`config.mk`:
```
export PLATFORM = sky130hd
export DESIGN_NAME = elias_fano_encoder_core
export DESIGN_NICKNAME = d
export VERILOG_FILES = /design/src/hdl/efe_pkg.sv /design/src/hdl/efe_width.sv /design/src/hdl/elias_fano_encoder_core.sv
export SDC_FILE = /design/constraint.sdc
export NUM_CORES = 1
export LEC_CHECK = 0
export BUFFER_PORTS_ARGS = -buffer_cell sky130_fd_sc_hd__buf_2
export CAP_MARGIN = 0
export CORE_MARGIN = 2
export CORE_UTILIZATION = 40
export CTS_CLUSTER_SIZE = 28
export DETAILED_ROUTE_END_ITERATION = 7
export GPL_ROUTABILITY_DRIVEN = 0
export PLACE_DENSITY_LB_ADDON = 0.08
export SYNTH_ARGS = -nofsm -noshare
export SYNTH_HDL_FRONTEND = slang
export SYNTH_SLANG_ARGS = --single-unit
export TNS_END_PERCENT = 50
```
`constraint.sdc`:
```
create_clock -name clk -period 4.6 [get_ports clk]
set_clock_uncertainty 0.05 [all_clocks]
set_input_delay 0.23 -clock clk [delete_from_list [all_inputs] [get_ports clk]]
set_output_delay 0.23 -clock clk [all_outputs]
set_load 0.01 [all_outputs]
```
`src/hdl/efe_pkg.sv`:
```
// shared constants and types of the elias-fano encoder
package efe_pkg;

    // default sizing, handed to the top level parameters
    localparam int MAX_ELEMS_DEF  = 32;
    localparam int VALUE_BITS_DEF = 32;

    // fixed field widths of the stream payloads
    localparam int IN_VALUE_W  = 32;
    localparam int COUNT_W     = 6;
    localparam int LOW_WIDTH_W = 6;
    localparam int HIGH_LEN_W  = 7;
    localparam int LOW_VALUE_W = 32;
    localparam int HIGH_POS_W  = 6;
    localparam int OUT_TDATA_W = 64;
    localparam int OUT_PAD_W   = OUT_TDATA_W - (COUNT_W + LOW_WIDTH_W + HIGH_LEN_W
                                 + LOW_VALUE_W + HIGH_POS_W + 2);

    // result kind carried on tuser
    typedef enum logic {
        KIND_HEADER  = 1'b0,
        KIND_ELEMENT = 1'b1
    } kind_t;

endpackage

```
`src/hdl/efe_width.sv`:
```
// iterative search for the low-part width: smallest l with n << l >= m
module efe_width #(
    parameter int VALUE_BITS = efe_pkg::VALUE_BITS_DEF,
    parameter int CNT_W      = 6,
    parameter int LW_W       = 6
) (
    input  logic                  clk,
    input  logic                  rst_n,
    input  logic                  start,
    input  logic [CNT_W-1:0]      n,
    input  logic [VALUE_BITS-1:0] m,
    output logic                  done,
    output logic [LW_W-1:0]       width
);

    localparam int SH_W = CNT_W + VALUE_BITS;

    logic [SH_W-1:0] sh_reg, sh_next;
    logic [LW_W-1:0] l_reg, l_next;
    logic            busy_reg, busy_next;
    logic [SH_W-1:0] m_ext;
    logic            hit;

    assign m_ext = SH_W'(m);
    assign hit   = (sh_reg >= m_ext);
    assign done  = busy_reg && hit;
    assign width = l_reg;

    always_comb
    begin
        sh_next   = sh_reg;
        l_next    = l_reg;
        busy_next = busy_reg;
        if (start)
        begin
            sh_next   = SH_W'(n);
            l_next    = '0;
            busy_next = 1'b1;
        end
        else if (busy_reg)
        begin
            if (hit)
            begin
                busy_next = 1'b0;
            end
            else
            begin
                sh_next = sh_reg << 1;
                l_next  = l_reg + LW_W'(1);
            end
        end
    end

    always_ff @(posedge clk or negedge rst_n)
    begin
        if (!rst_n)
        begin
            sh_reg   <= '0;
            l_reg    <= '0;
            busy_reg <= 1'b0;
        end
        else
        begin
            sh_reg   <= sh_next;
            l_reg    <= l_next;
            busy_reg <= busy_next;
        end
    end

`ifndef SYNTHESIS
    // the width found is the smallest one
    a_width_minimal: assert property (@(posedge clk) disable iff (!rst_n)
        done |-> ((l_reg == '0) || ((sh_reg >> 1) < m_ext)))
        else $error("width search overshot");

    // the search never runs past the value width
    a_width_bound: assert property (@(posedge clk) disable iff (!rst_n)
        busy_reg |-> (l_reg <= LW_W'(VALUE_BITS)))
        else $error("width search out of range");

    // each step without a hit advances the width by one
    a_width_step: assert property (@(posedge clk) disable iff (!rst_n)
        (busy_reg && !done && !start) |=> (l_reg == $past(l_reg) + LW_W'(1)))
        else $error("width search step lost");
`endif

endmodule

```
`src/hdl/elias_fano_encoder_core.sv`:
```
// top level of the elias-fano list encoder
// Loads a sorted list of values, one per input transaction, into an on-chip element
// store until the transaction with tlast; that element is stored too. While loading the
// block takes one value per cycle and keeps a running maximum, an order check and a
// count. Values beyond MAX_ELEMS are dropped and raise the overflow flag; a value
// smaller than its predecessor raises the unsorted flag. After tlast the low-part width
// L is found by a shift-and-compare unit, one candidate per cycle. Then one header
// transaction (tuser = 0) carries count, L and high-array length, followed by one
// element transaction (tuser = 1) per stored value, in order, giving its low L bits and
// its set-bit position in the high array; tlast marks the last result of the run. The
// element results stream at one per cycle while the output is not stalled by m_tready,
// fed by the single registered read port of the store. No new values are taken until
// all results of a run have been handed to the output register; the last result may
// still wait there while the next list loads. The store needs no clearing pass: only
// entries written in the current run are read.
module elias_fano_encoder_core #(
    parameter int MAX_ELEMS  = efe_pkg::MAX_ELEMS_DEF,
    parameter int VALUE_BITS = efe_pkg::VALUE_BITS_DEF
) (
    input  logic                             clk,
    input  logic                             rst_n,
    // input stream
    input  logic                             s_tvalid,
    output logic                             s_tready,
    input  logic [efe_pkg::IN_VALUE_W-1:0]   s_tdata,   // [31:0] value
    input  logic                             s_tlast,   // last element of the list
    // result stream
    output logic                             m_tvalid,
    input  logic                             m_tready,
    // [5:0] count, [11:6] low_width, [18:12] high_len, [50:19] low_value,
    // [56:51] high_pos, [57] unsorted, [58] overflow, [63:59] zero
    output logic [efe_pkg::OUT_TDATA_W-1:0]  m_tdata,
    output logic                             m_tuser,   // kind: 0 header, 1 element
    output logic                             m_tlast    // end of run
);

    localparam int CNT_W  = $clog2(MAX_ELEMS + 1);
    localparam int ADDR_W = (MAX_ELEMS > 1) ? $clog2(MAX_ELEMS) : 1;
    localparam int LW_W   = $clog2(VALUE_BITS + 1);

    typedef enum logic [1:0] {
        ST_LOAD,
        ST_WIDTH,
        ST_HEAD,
        ST_EMIT
    } state_t;

    // control state
    state_t              state_reg, state_next;
    logic [CNT_W-1:0]    cnt_reg, cnt_next;
    logic [VALUE_BITS-1:0] max_reg, max_next;
    logic [VALUE_BITS-1:0] prev_reg, prev_next;
    logic                unsorted_reg, unsorted_next;
    logic                overflow_reg, overflow_next;
    logic [CNT_W-1:0]    iss_reg, iss_next;       // reads issued to the store
    logic [CNT_W-1:0]    idx_reg, idx_next;       // index of the word in rd_data_reg
    logic                pend_reg, pend_next;     // rd_data_reg holds an unused word

    // output register
    logic                                out_valid_reg, out_valid_next;
    efe_pkg::kind_t                      out_kind_reg, out_kind_next;
    logic [efe_pkg::COUNT_W-1:0]         out_count_reg, out_count_next;
    logic [efe_pkg::LOW_WIDTH_W-1:0]     out_lw_reg, out_lw_next;
    logic [efe_pkg::HIGH_LEN_W-1:0]      out_hl_reg, out_hl_next;
    logic [efe_pkg::LOW_VALUE_W-1:0]     out_lv_reg, out_lv_next;
    logic [efe_pkg::HIGH_POS_W-1:0]      out_hp_reg, out_hp_next;
    logic                                out_uns_reg, out_uns_next;
    logic                                out_ovf_reg, out_ovf_next;
    logic                                out_eor_reg, out_eor_next;

    // element store
    logic [VALUE_BITS-1:0] store_mem [MAX_ELEMS];
    logic [VALUE_BITS-1:0] rd_data_reg;
    logic                  wr_en;
    logic                  rd_en;
    logic [ADDR_W-1:0]     wr_addr;
    logic [ADDR_W-1:0]     rd_addr;

    logic [VALUE_BITS-1:0] in_value;
    logic                  in_fire;
    logic                  out_free;
    logic                  consume;
    logic                  ws_start;
    logic                  ws_done;
    logic [LW_W-1:0]       ws_width;
    logic [VALUE_BITS-1:0] low_mask;

    assign in_value = VALUE_BITS'(s_tdata);
    assign s_tready = (state_reg == ST_LOAD);
    assign in_fire  = s_tvalid && s_tready;
    assign out_free = !out_valid_reg || m_tready;
    assign consume  = (state_reg == ST_EMIT) && pend_reg && out_free;
    assign rd_en    = (state_reg == ST_EMIT) && (iss_reg < cnt_reg) && (!pend_reg || consume);
    assign wr_en    = in_fire && (cnt_reg < CNT_W'(MAX_ELEMS));
    assign wr_addr  = cnt_reg[ADDR_W-1:0];
    assign rd_addr  = iss_reg[ADDR_W-1:0];
    assign ws_start = in_fire && s_tlast;
    assign low_mask = ~({VALUE_BITS{1'b1}} << ws_width);

    // low-part width search
    efe_width #(
        .VALUE_BITS (VALUE_BITS),
        .CNT_W      (CNT_W),
        .LW_W       (LW_W)
    ) u_width (
        .clk   (clk),
        .rst_n (rst_n),
        .start (ws_start),
        .n     (cnt_next),
        .m     (max_reg),
        .done  (ws_done),
        .width (ws_width)
    );

    always_comb
    begin
        state_next     = state_reg;
        cnt_next       = cnt_reg;
        max_next       = max_reg;
        prev_next      = prev_reg;
        unsorted_next  = unsorted_reg;
        overflow_next  = overflow_reg;
        iss_next       = iss_reg;
        idx_next       = idx_reg;
        pend_next      = pend_reg;
        out_valid_next = out_valid_reg && !m_tready;
        out_kind_next  = out_kind_reg;
        out_count_next = out_count_reg;
        out_lw_next    = out_lw_reg;
        out_hl_next    = out_hl_reg;
        out_lv_next    = out_lv_reg;
        out_hp_next    = out_hp_reg;
        out_uns_next   = out_uns_reg;
        out_ovf_next   = out_ovf_reg;
        out_eor_next   = out_eor_reg;

        case (state_reg)
            ST_LOAD:
            begin
                if (in_fire)
                begin
                    // order check sees dropped values too
                    if (in_value < prev_reg)
                    begin
                        unsorted_next = 1'b1;
                    end
                    prev_next = in_value;
                    if (wr_en)
                    begin
                        cnt_next = cnt_reg + CNT_W'(1);
                        if (in_value > max_reg)
                        begin
                            max_next = in_value;
                        end
                    end
                    else
                    begin
                        overflow_next = 1'b1;
                    end
                    if (s_tlast)
                    begin
                        state_next = ST_WIDTH;
                    end
                end
            end

            ST_WIDTH:
            begin
                if (ws_done)
                begin
                    state_next = ST_HEAD;
                end
            end

            ST_HEAD:
            begin
                if (out_free)
                begin
                    out_valid_next = 1'b1;
                    out_kind_next  = efe_pkg::KIND_HEADER;
                    out_count_next = efe_pkg::COUNT_W'(cnt_reg);
                    out_lw_next    = efe_pkg::LOW_WIDTH_W'(ws_width);
                    out_hl_next    = efe_pkg::HIGH_LEN_W'(cnt_reg)
                                     + efe_pkg::HIGH_LEN_W'(max_reg >> ws_width);
                    out_lv_next    = '0;
                    out_hp_next    = '0;
                    out_uns_next   = unsorted_reg;
                    out_ovf_next   = overflow_reg;
                    out_eor_next   = (cnt_reg == '0);
                    iss_next       = '0;
                    pend_next      = 1'b0;
                    if (cnt_reg == '0)
                    begin
                        // empty run ends with the header
                        state_next    = ST_LOAD;
                        max_next      = '0;
                        prev_next     = '0;
                        unsorted_next = 1'b0;
                        overflow_next = 1'b0;
                    end
                    else
                    begin
                        state_next = ST_EMIT;
                    end
                end
            end

            ST_EMIT:
            begin
                if (consume)
                begin
                    out_valid_next = 1'b1;
                    out_kind_next  = efe_pkg::KIND_ELEMENT;
                    out_count_next = '0;
                    out_lw_next    = '0;
                    out_hl_next    = '0;
                    out_lv_next    = efe_pkg::LOW_VALUE_W'(rd_data_reg & low_mask);
                    out_hp_next    = efe_pkg::HIGH_POS_W'(rd_data_reg >> ws_width)
                                     + efe_pkg::HIGH_POS_W'(idx_reg);
                    out_uns_next   = unsorted_reg;
                    out_ovf_next   = overflow_reg;
                    out_eor_next   = (idx_reg == cnt_reg - CNT_W'(1));
                    pend_next      = 1'b0;
                    if (idx_reg == cnt_reg - CNT_W'(1))
                    begin
                        // run complete, ready for the next list
                        state_next    = ST_LOAD;
                        cnt_next      = '0;
                        max_next      = '0;
                        prev_next     = '0;
                        unsorted_next = 1'b0;
                        overflow_next = 1'b0;
                    end
                end
                if (rd_en)
                begin
                    idx_next  = iss_reg;
                    iss_next  = iss_reg + CNT_W'(1);
                    pend_next = 1'b1;
                end
            end

            default:
            begin
                state_next = ST_LOAD;
            end
        endcase
    end

    always_ff @(posedge clk or negedge rst_n)
    begin
        if (!rst_n)
        begin
            state_reg     <= ST_LOAD;
            cnt_reg       <= '0;
            max_reg       <= '0;
            prev_reg      <= '0;
            unsorted_reg  <= 1'b0;
            overflow_reg  <= 1'b0;
            iss_reg       <= '0;
            idx_reg       <= '0;
            pend_reg      <= 1'b0;
            out_valid_reg <= 1'b0;
            out_kind_reg  <= efe_pkg::KIND_HEADER;
            out_count_reg <= '0;
            out_lw_reg    <= '0;
            out_hl_reg    <= '0;
            out_lv_reg    <= '0;
            out_hp_reg    <= '0;
            out_uns_reg   <= 1'b0;
            out_ovf_reg   <= 1'b0;
            out_eor_reg   <= 1'b0;
        end
        else
        begin
            state_reg     <= state_next;
            cnt_reg       <= cnt_next;
            max_reg       <= max_next;
            prev_reg      <= prev_next;
            unsorted_reg  <= unsorted_next;
            overflow_reg  <= overflow_next;
            iss_reg       <= iss_next;
            idx_reg       <= idx_next;
            pend_reg      <= pend_next;
            out_valid_reg <= out_valid_next;
            out_kind_reg  <= out_kind_next;
            out_count_reg <= out_count_next;
            out_lw_reg    <= out_lw_next;
            out_hl_reg    <= out_hl_next;
            out_lv_reg    <= out_lv_next;
            out_hp_reg    <= out_hp_next;
            out_uns_reg   <= out_uns_next;
            out_ovf_reg   <= out_ovf_next;
            out_eor_reg   <= out_eor_next;
        end
    end

    // element store: one write port while loading, one registered read port while emitting
    always_ff @(posedge clk)
    begin
        if (wr_en)
        begin
            store_mem[wr_addr] <= in_value;
        end
        if (rd_en)
        begin
            rd_data_reg <= store_mem[rd_addr];
        end
    end

    assign m_tvalid = out_valid_reg;
    assign m_tuser  = out_kind_reg;
    assign m_tlast  = out_eor_reg;
    assign m_tdata  = {{efe_pkg::OUT_PAD_W{1'b0}}, out_ovf_reg, out_uns_reg, out_hp_reg,
                       out_lv_reg, out_hl_reg, out_lw_reg, out_count_reg};

`ifndef SYNTHESIS
    // the fill count never passes the store depth
    a_count_bound: assert property (@(posedge clk) disable iff (!rst_n)
        cnt_reg <= CNT_W'(MAX_ELEMS))
        else $error("element count beyond store depth");

    // no store word is left over once loading resumes
    a_no_pending_in_load: assert property (@(posedge clk) disable iff (!rst_n)
        s_tready |-> !pend_reg)
        else $error("store read pending while loading");

    // reads never run past the stored elements
    a_issue_bound: assert property (@(posedge clk) disable iff (!rst_n)
        (state_reg == ST_EMIT) |-> (iss_reg <= cnt_reg))
        else $error("store read beyond element count");
`endif

endmodule
```
======== Word level (Yosys, flattened, before mapping) ========
Memory sizes are Yosys's and may differ from the RTL's. A register that Yosys moved wholly into a read port is not among the register bits.
Index checks and enable logic that the tools add are counted.
word-level totals
  flip-flop bits (word level) ............. 194
  latch bits .............................. 0
  bits in writable memories ............... 1024
  ROM bits ................................ 0
  input port bits ......................... 37
  output and inout bits ................... 68
  word-level logic and storage cells ...... 164
  memories kept ........................... 1
memories
  memory     depth  bits a word  rd ports  clocked after Yosys merged registers in  wr ports  line                           RTL
  store_mem  32     32           1         1                                        1         elias_fano_encoder_core.sv:72  logic [VALUE_BITS-1:0] store_mem [MAX_ELEMS];
cells by class
  add/subtract/negate cells ............... 6
  $mul .................................... 0
  div/mod/pow operators ................... 0
  $lt $le $gt $ge ......................... 5
  equality and inequality tests ........... 18
  shift-type cells ........................ 3
  multiplexer cells ....................... 78
  bitwise logic cells ..................... 2
  reductions and logical operators ........ 29
operators with widths
  operator               count
  $mux 32                10
  $pmux 32 s3            2
  $mux 38                3
  $mux 6                 13
  $pmux 32 s2            1
  $pmux 6 s2             5
  $ge 38x32->1           1
  $and 32x32->32         1
  $gt 32x32->1           1
  $lt 32x32->1           1
  $not 32->32            1
  $shl 32x6->32 const A  1
  $shr 32x6->6           1
  $shr 32x6->7           1
  $mux 1                 25
  $add 6x1->6 const B    3
  $ne 2x1->1 const B     8
  $mux 2                 7
  $mux 7                 2
  $pmux 7 s2             1
  $reduce_and 7->1       2
  $pmux 1 s2             6
  $reduce_and 6->1       2
  $ne 2x2->1 const B     5
  21 further kinds       38

======== Depth between registers and ports, before layout ========
Gate-level depths: netlist of run 1.
  word-level depth ........................ 7
  depth in mapped cells ................... 19
  depth with buffers taken out ............ 15

======== Hierarchy ========
A second synthesis of run 1 with hierarchy kept.
second synthesis, totals
  cell total of the unflattened synthesis .. 2857
  area, all modules ....................... 53426.2 um^2
by module, submodules not included
  module                   instances  cells each  area an instance (um^2)  seq. area each (um^2)
  elias_fano_encoder_core  1          2584        50637.3                  35439.0
  efe_width                1          273         2788.9                   1126.1

======== Worst setup path before layout of run 1 ========
OpenSTA, ideal clock, no wires.
  path kind ............................... flip-flop to flip-flop
  from .................................... reg u_width.l_reg[0] (netlist: u_width.width[0])
  to ...................................... reg out_hl_reg[6] (netlist bit)
  library setup time ...................... 0.136 ns
  arrival ................................. 3.497 ns
  required time ........................... 4.414 ns
  path slack .............................. 0.918 ns
  cell stages (with the launch flop) ...... 17
  buffers on the path ..................... 3
  clock period less this slack ............ 3.682 ns
  cell sequence ........................... dfrtp_1 -> buf_2 -> buf_2 -> buf_2 -> mux4_2 -> mux2i_1 -> nor2_1 -> o21ai_0 -> a21oi_1 -> ha_1 -> fa_1 -> a21o_1 -> a21o_1 -> a21o_1 -> a21oi_1 -> xor2_1 -> o21ai_0
on the way
  longest elaborated chain between the ends .. 4
RTL lines
  item                    line                            RTL
  from (decl)             efe_width.sv:19                 logic [LW_W-1:0] l_reg, l_next;
  from (signal assigned)  efe_width.sv:65                 l_reg <= l_next;
  $shr 32x6->7            elias_fano_encoder_core.sv:184  + efe_pkg::HIGH_LEN_W'(max_reg >> ws_width);
  $add 6x7->7             elias_fano_encoder_core.sv:184
  $mux 7                  elias_fano_encoder_core.sv:177  if (out_free)
  $pmux 7 s2              elias_fano_encoder_core.sv:137  case (state_reg)
  to (signal assigned)    elias_fano_encoder_core.sv:289  out_hl_reg <= out_hl_next;
  to (decl)               elias_fano_encoder_core.sv:64   logic [efe_pkg::HIGH_LEN_W-1:0] out_hl_reg, out_hl_next;
Every way passes these cells. The select of a mux whose other input is x is not followed.
A chain may end at the register's enable or synchronous reset.

======== Final worst setup path of run 1 ========
  from .................................... reg max_reg[31]
  to ...................................... reg u_width.sh_reg[1]
on the way
  longest elaborated chain between the ends .. 3
RTL lines
  item                               line                            RTL
  from (decl)                        elias_fano_encoder_core.sv:51   logic [VALUE_BITS-1:0] max_reg, max_next;
  from (signal assigned)             elias_fano_encoder_core.sv:278  max_reg <= max_next;
  $ge 38x32->1                       efe_width.sv:25                 assign hit = (sh_reg >= m_ext);
  $ne 2x1->1 (no source line)        n/a
  $reduce_and 2->1 (no source line)  n/a
  to (signal assigned)               efe_width.sv:64                 sh_reg <= sh_next;
  to (decl)                          efe_width.sv:18                 logic [SH_W-1:0] sh_reg, sh_next;
Every way passes these cells.

==> flow_metrics.tcl, run 1 <==
set metrics [dict create \
    cts_tree "done" \
    worst_slack_ns 0.4580 \
    synth_area_per_cell_um2 18.63 \
    numCtsBuffers 138 \
    start_kind "register" \
    drc 0 \
    antenna_found_initial 5 \
    largest_reg_flops 1024 \
    finalCritPeriodShare 0.9004 \
    hold_viol_final 0 \
    synth_top_area_cell "edfxtp_1" \
    synthFlopType "edfxtp_1" \
    final_common_cell "edfxtp_1" \
    fp-row-count 133 \
    wl_per_cell_um 31.28 \
    critPathCaptureType "register" \
    ys_async_sr_fraction 0.1552 \
    synth_area_um2 52880 \
    clock_path_buffers 3 \
    yosys-top-cells-area "edfxtp_1 60%, mux4_2 16%, dfrtp_1 9.2%, ha_1 3.0%, mux2i_1 1.6%" \
    cts_resized 0 \
    crit_required_ns 5.20 \
    drt_iter0_drc 3084 \
    status "finished clean" \
    fin_cells 4920 \
    synth_enable_flop_cells 1056 \
    power.density_nw_per_um2 603.2 \
    cts_max_level 4 \
    yosys.area.top_type_share 0.5996 \
    cts_root_buffer "clkbuf_16" \
    post_cts_buffers 0 \
    layout-drive-gt1-share 0.2742 \
    core_um2 131300 \
    criticalPathCategory "reg2reg" \
    synth_warnings 0 \
    via_per_inst 5.815 \
    layout_common_cells "1056 x edfxtp_1, 366 x mux4_2, 187 x dfrtp_1" \
    place_area_um2 56320 \
    die_area_um2 135100 \
    hp-class "in2reg" \
    setup_tns_ns 0 \
    path_max_fanout 11 \
    fp.dieW_um 367.6 \
    dpl.hpwl_um 92070 \
    vias 28610 \
    insertion_delay_ns 0.78 \
    port_buffers 99 \
    dr.pass1.iters 5 \
    cap_violations 0 \
    reg2reg_slack_ns 0.46 \
    vdd_drop_max_v 0.0004273 \
    slew_headroom 0.2250 \
    ant_nets 0 \
    fin_crit_ns 4.142 \
    track_usage 0.2296 \
    drt_wl_total_um 153900 \
    grt_pass1_wl_um 219700 \
    clock-sinks 1250 \
    slew_violations 0 \
    initial_utilization 0.4028 \
    num_antenna_cells 0 \
    synthCells 2839 \
    ctsHoldBuffers 19 \
    io_pins 105 \
    ys_seq_area_frac 0.6914 \
    synthToLayoutAreaGrowth_pct 15.35 \
    max_freq_ghz 0.2414 \
    grt.overflow.total 0 \
    path_clk_slew_ns 0.06 \
    dpl_worst_slack_ns 0.4480 \
    arrival_ns 4.74 \
    grt_pass1_vias 29140 \
    die_y_um 367.6 \
    synth-seq-cells 1250 \
    finalNetCount 3223 \
    placed_cells 4654 \
    setup_viol 0 \
    worst_pin_slew_ns 1.147 \
    rsz0062_at_grt "no" \
    grt_start_max_net_pins 115 \
    final_cell_area_um2 61000 \
    power.leakage_nw 20.91 \
    yosysUniqueCellTypes 73 \
]
cell type report:
class,instances,area [µm²]
fillers,11020,70300
flip-flops and latches,1250,36590
multi-input cells,1345,15570
clock buffers,183,3747
well taps,1755,2196
repair buffers,235,1821
clock inverters,64,745.7
inverters,88,330.3
cell families after synthesis:
group / after synthesis / share of synthesized area
multiplexers: 497 / 0.1818
AO/OA/AOI/OAI: 323 / 0.04271
buffers and inverters: 248 / 0.01935
flip-flops: 1250 / 0.6914
XOR/XNOR: 19 / 0.003147
adder cells (fa/ha/maj): 128 / 0.03057
AND/OR/NAND/NOR: 373 / 0.03092
other: 1 / 0.00007091
worst paths after layout:
kind,from,to,cells past startpoint
setup / recovery,max_reg[31],u_width.sh_reg[1],9
setup reg to reg,max_reg[31],u_width.sh_reg[1],9
hold reg to reg,out_count_reg[4],out_count_reg[4],2
max in group asynchronous,rst_n,u_width.width[0],3
hold / removal,s_tdata[12],prev_reg[12],4
min in group asynchronous,rst_n,out_count_reg[4],2
synth_stat cells (all sizes together) (23+ instances only):
| cell type | count |
|---|---|
| nand2 | 158 |
| edfxtp | 1056 |
| nor2 | 115 |
| buf | 58 |
| inv | 85 |
| a32o | 45 |
| clkbuf | 102 |
| ha | 126 |
| a21oi | 70 |
| mux2 | 47 |
| nand3 | 23 |
| mux4 | 366 |
| mux2i | 84 |
| o21ai | 92 |
| dfrtp | 194 |
routing by layer:
metal  vias up  share of wire  GRT usage  routed length (µm)
met1     15430           0.44     0.3287               68360
met4         2          0.023    0.06289                3501
met2      1010           0.48     0.3676               73870
met5         -       0.000071          0                  11
met3       201          0.053    0.03397                8134
li1      11960              -          -                   -
metrics by stage:
stage | util | power (mW) | hold WS (ns)
finish | 0.4646 | 36.79 | 0.05213
global route | 0.4646 | 38.59 | 0.05007
CTS | 0.4646 | 37.14 | 0.001786
detailed placement | 0.4289 | 26.03 | 0.3963
global placement | 0.4288 | 25.83 | 0.3877
floorplan | - | 22.06 | -0.1156
worst max-delay path: stages (launching register included):
cell	delay (ns)
dfrtp_1	0.44
inv_1	0.12
ha_1	0.34
and3_1	0.21
and3b_1	0.18
a2111oi_0	0.65
o2111ai_1	0.64
a21oi_4	0.73
mux2_2	0.40
mux2_2	0.26
where the power goes:
part	internal [mW]	total [mW]	switching [mW]
clock network	6.49	11.0	4.53
registers	13.3	14.3	1.04
logic	5.08	11.5	6.40
(Power assumes the default switching activity.)
==> run 2: changes to the inputs <==
--- a/config.mk
+++ b/config.mk
@@ -7,6 +7,7 @@
 export LEC_CHECK = 0
 export BUFFER_PORTS_ARGS = -buffer_cell sky130_fd_sc_hd__buf_2
 export CAP_MARGIN = 0
+export CORE_ASPECT_RATIO = 0.8
 export CORE_MARGIN = 2
 export CORE_UTILIZATION = 40
 export CTS_CLUSTER_SIZE = 28
==> run 2 against run 1 <==
Combinational power about the same. Sequential share of layout area rose by 0.42 points. Critical path depth is 6 higher. Global-route usage up 0.35 points. Non-clock buffer count fell by 2. Maximum frequency up 5.4%. Largest power group unchanged.
==> flow_metrics.tcl, run 2 (synthesis results as in run 1) <==
set metrics [dict create \
    grt_pass1_wl_um 221800 \
    seqPwrFrac 0.393 \
    criticalPathCategory "reg2reg" \
    rsz0062_at_grt "no" \
    slew_headroom 0.2424 \
    placed_cells 4653 \
    insertion_delay_ns 0.76 \
    numCtsBuffers 132 \
    crit_required_ns 5.13 \
    critPathCaptureType "register" \
    clock_path_buffers 3 \
    pwr-share-comb 0.326 \
    start_kind "register" \
    power.density_nw_per_um2 600.2 \
    die_y_um 329.2 \
    path_max_fanout 33 \
    p_int_mw 24.12 \
    grt.overflow.total 0 \
    dpl.hpwl_um 97260 \
    grt_pass1_vias 29150 \
    die_area_um2 135100 \
    cts_resized 0 \
    fp.dieW_um 410.5 \
    track_usage 0.2331 \
    arrival_ns 4.46 \
    post_cts_buffers 0 \
    fin_cells 4912 \
    setup_tns_ns 0 \
    antenna_found_initial 2 \
    p_clk_frac 0.282 \
    layout-drive-gt1-share 0.2747 \
    fp-row-count 119 \
    initial_utilization 0.4022 \
    finalNetCount 3215 \
    sw_frac_of_total 0.3365 \
    power_switching_mw 12.23 \
    cts_max_level 4 \
    cap_violations 0 \
    final_common_cell "edfxtp_1" \
    hp-class "in2async" \
    vias 28790 \
    slew_violations 0 \
    ant_nets 0 \
    port_buffers 99 \
    finalCritPeriodShare 0.8542 \
    via_per_inst 5.861 \
    worst_pin_slew_ns 1.126 \
    status "finished clean" \
    fin_crit_ns 3.929 \
    hold_viol_final 0 \
    path_clk_slew_ns 0.06 \
    drt_iter0_drc 3118 \
    drt_wl_total_um 156100 \
    wl_per_cell_um 31.78 \
    cts_root_buffer "clkbuf_16" \
    setup_viol 0 \
    largest_reg_flops 1024 \
    max_freq_ghz 0.2545 \
    drc 0 \
    dr.pass1.iters 6 \
    io_pins 105 \
    vdd_drop_max_v 0.0004390 \
    synthToLayoutAreaGrowth_pct 14.55 \
    core_um2 131500 \
    layout_common_cells "1056 x edfxtp_1, 366 x mux4_2, 187 x dfrtp_1" \
    power.leakage_nw 20.74 \
    cts_tree "done" \
    clock-sinks 1250 \
    grt_start_max_net_pins 92 \
]
==> run 2: area by class of cell <==
| cell class | count | area [µm²] |
|---|---|---|
| Fill cell | 11120 | 70890 |
| Clock buffer | 172 | 3618 |
| Timing Repair Buffer | 233 | 1778 |
| Sequential cell | 1250 | 36590 |
| Multi-Input combinational cell | 1345 | 15570 |
| Tap cell | 1754 | 2195 |
| Clock inverter | 68 | 498.0 |
| Antenna cell | 2 | 5.005 |
| Inverter | 88 | 330.3 |
==> run 2: final timing paths <==
| path | start | to | slack [ns] | depth (start not counted) |
|---|---|---|---|---|
| min in group clk | s_tdata[5] | store_mem[5][5] | 0.05 | 2 |
| worst min-delay path | rst_n | out_hl_reg[0] | 0.02 | 2 |
| worst max-delay path | u_width.width[0] | out_hl_reg[5] | 0.67 | 15 |
| worst min register to register | out_lv_reg[8] | out_lv_reg[8] | 0.41 | 2 |
| max in group asynchronous | rst_n | out_lw_reg[0] | 3.30 | 3 |
| worst max register to register | u_width.width[0] | out_hl_reg[5] | 0.67 | 15 |
==> run 2: worst max-delay path, cell delays in order (launching register included) <==
cell	delay [ns]
dfrtp_4	0.72
buf_4	0.43
nand2_1	0.09
o21ai_0	0.13
nor2_1	0.07
a211oi_1	0.24
a21oi_1	0.08
mux4_2	0.49
nor2_1	0.22
ha_1	0.28
a21o_1	0.17
a21o_1	0.19
a21o_1	0.18
a21oi_1	0.17
xor2_1	0.16
o21ai_0	0.08
==> run 2: routing by layer <==
| metal | vias to the layer above | share of wire | global-route usage |
|---|---|---|---|
| met2 | 1037 | 0.45 | 0.3524 |
| met5 | - | 0.00022 | 0 |
| li1 | 11950 | - | - |
| met3 | 221 | 0.058 | 0.03601 |
| met1 | 15580 | 0.47 | 0.3544 |
| met4 | 4 | 0.022 | 0.05914 |
==> run 2: per-stage QoR <==
stage | power, mW | setup slack (ns) | util | hold slack [ns] | cell area, µm²
after CTS | 36.63 | 0.6698 | 0.4607 | 0.0005133 | 60570
after global placement | 26.20 | 0.7591 | 0.4281 | 0.3000 | 56290
after global routing | 38.05 | 0.3612 | 0.4607 | 0.02582 | 60570
after detailed placement | 26.32 | 0.6969 | 0.4281 | 0.3156 | 56290
after floorplan | 22.06 | 0.9177 | - | -0.1156 | 52900
final | 36.36 | 0.6709 | 0.4608 | 0.02059 | 60580
==> run 2: timing repair <==
item,in CTS,in global routing
hold buffers,17,0
hold endpoints to repair,211,0
endpoints found under the setup margin,0,0
==> run 2: power by group through the flow <==
| stage | clock network [mW] | logic (mW) | registers [mW] |
|---|---|---|---|
| finish | 10.2 | 11.8 | 14.3 |
| global route | 10.9 | 12.8 | 14.4 |
| CTS | 10.5 | 11.9 | 14.3 |
| detailed placement | 0 | 11.8 | 14.5 |
| global placement | 0 | 11.7 | 14.5 |
| floorplan | 0 | 8.10 | 14.0 |
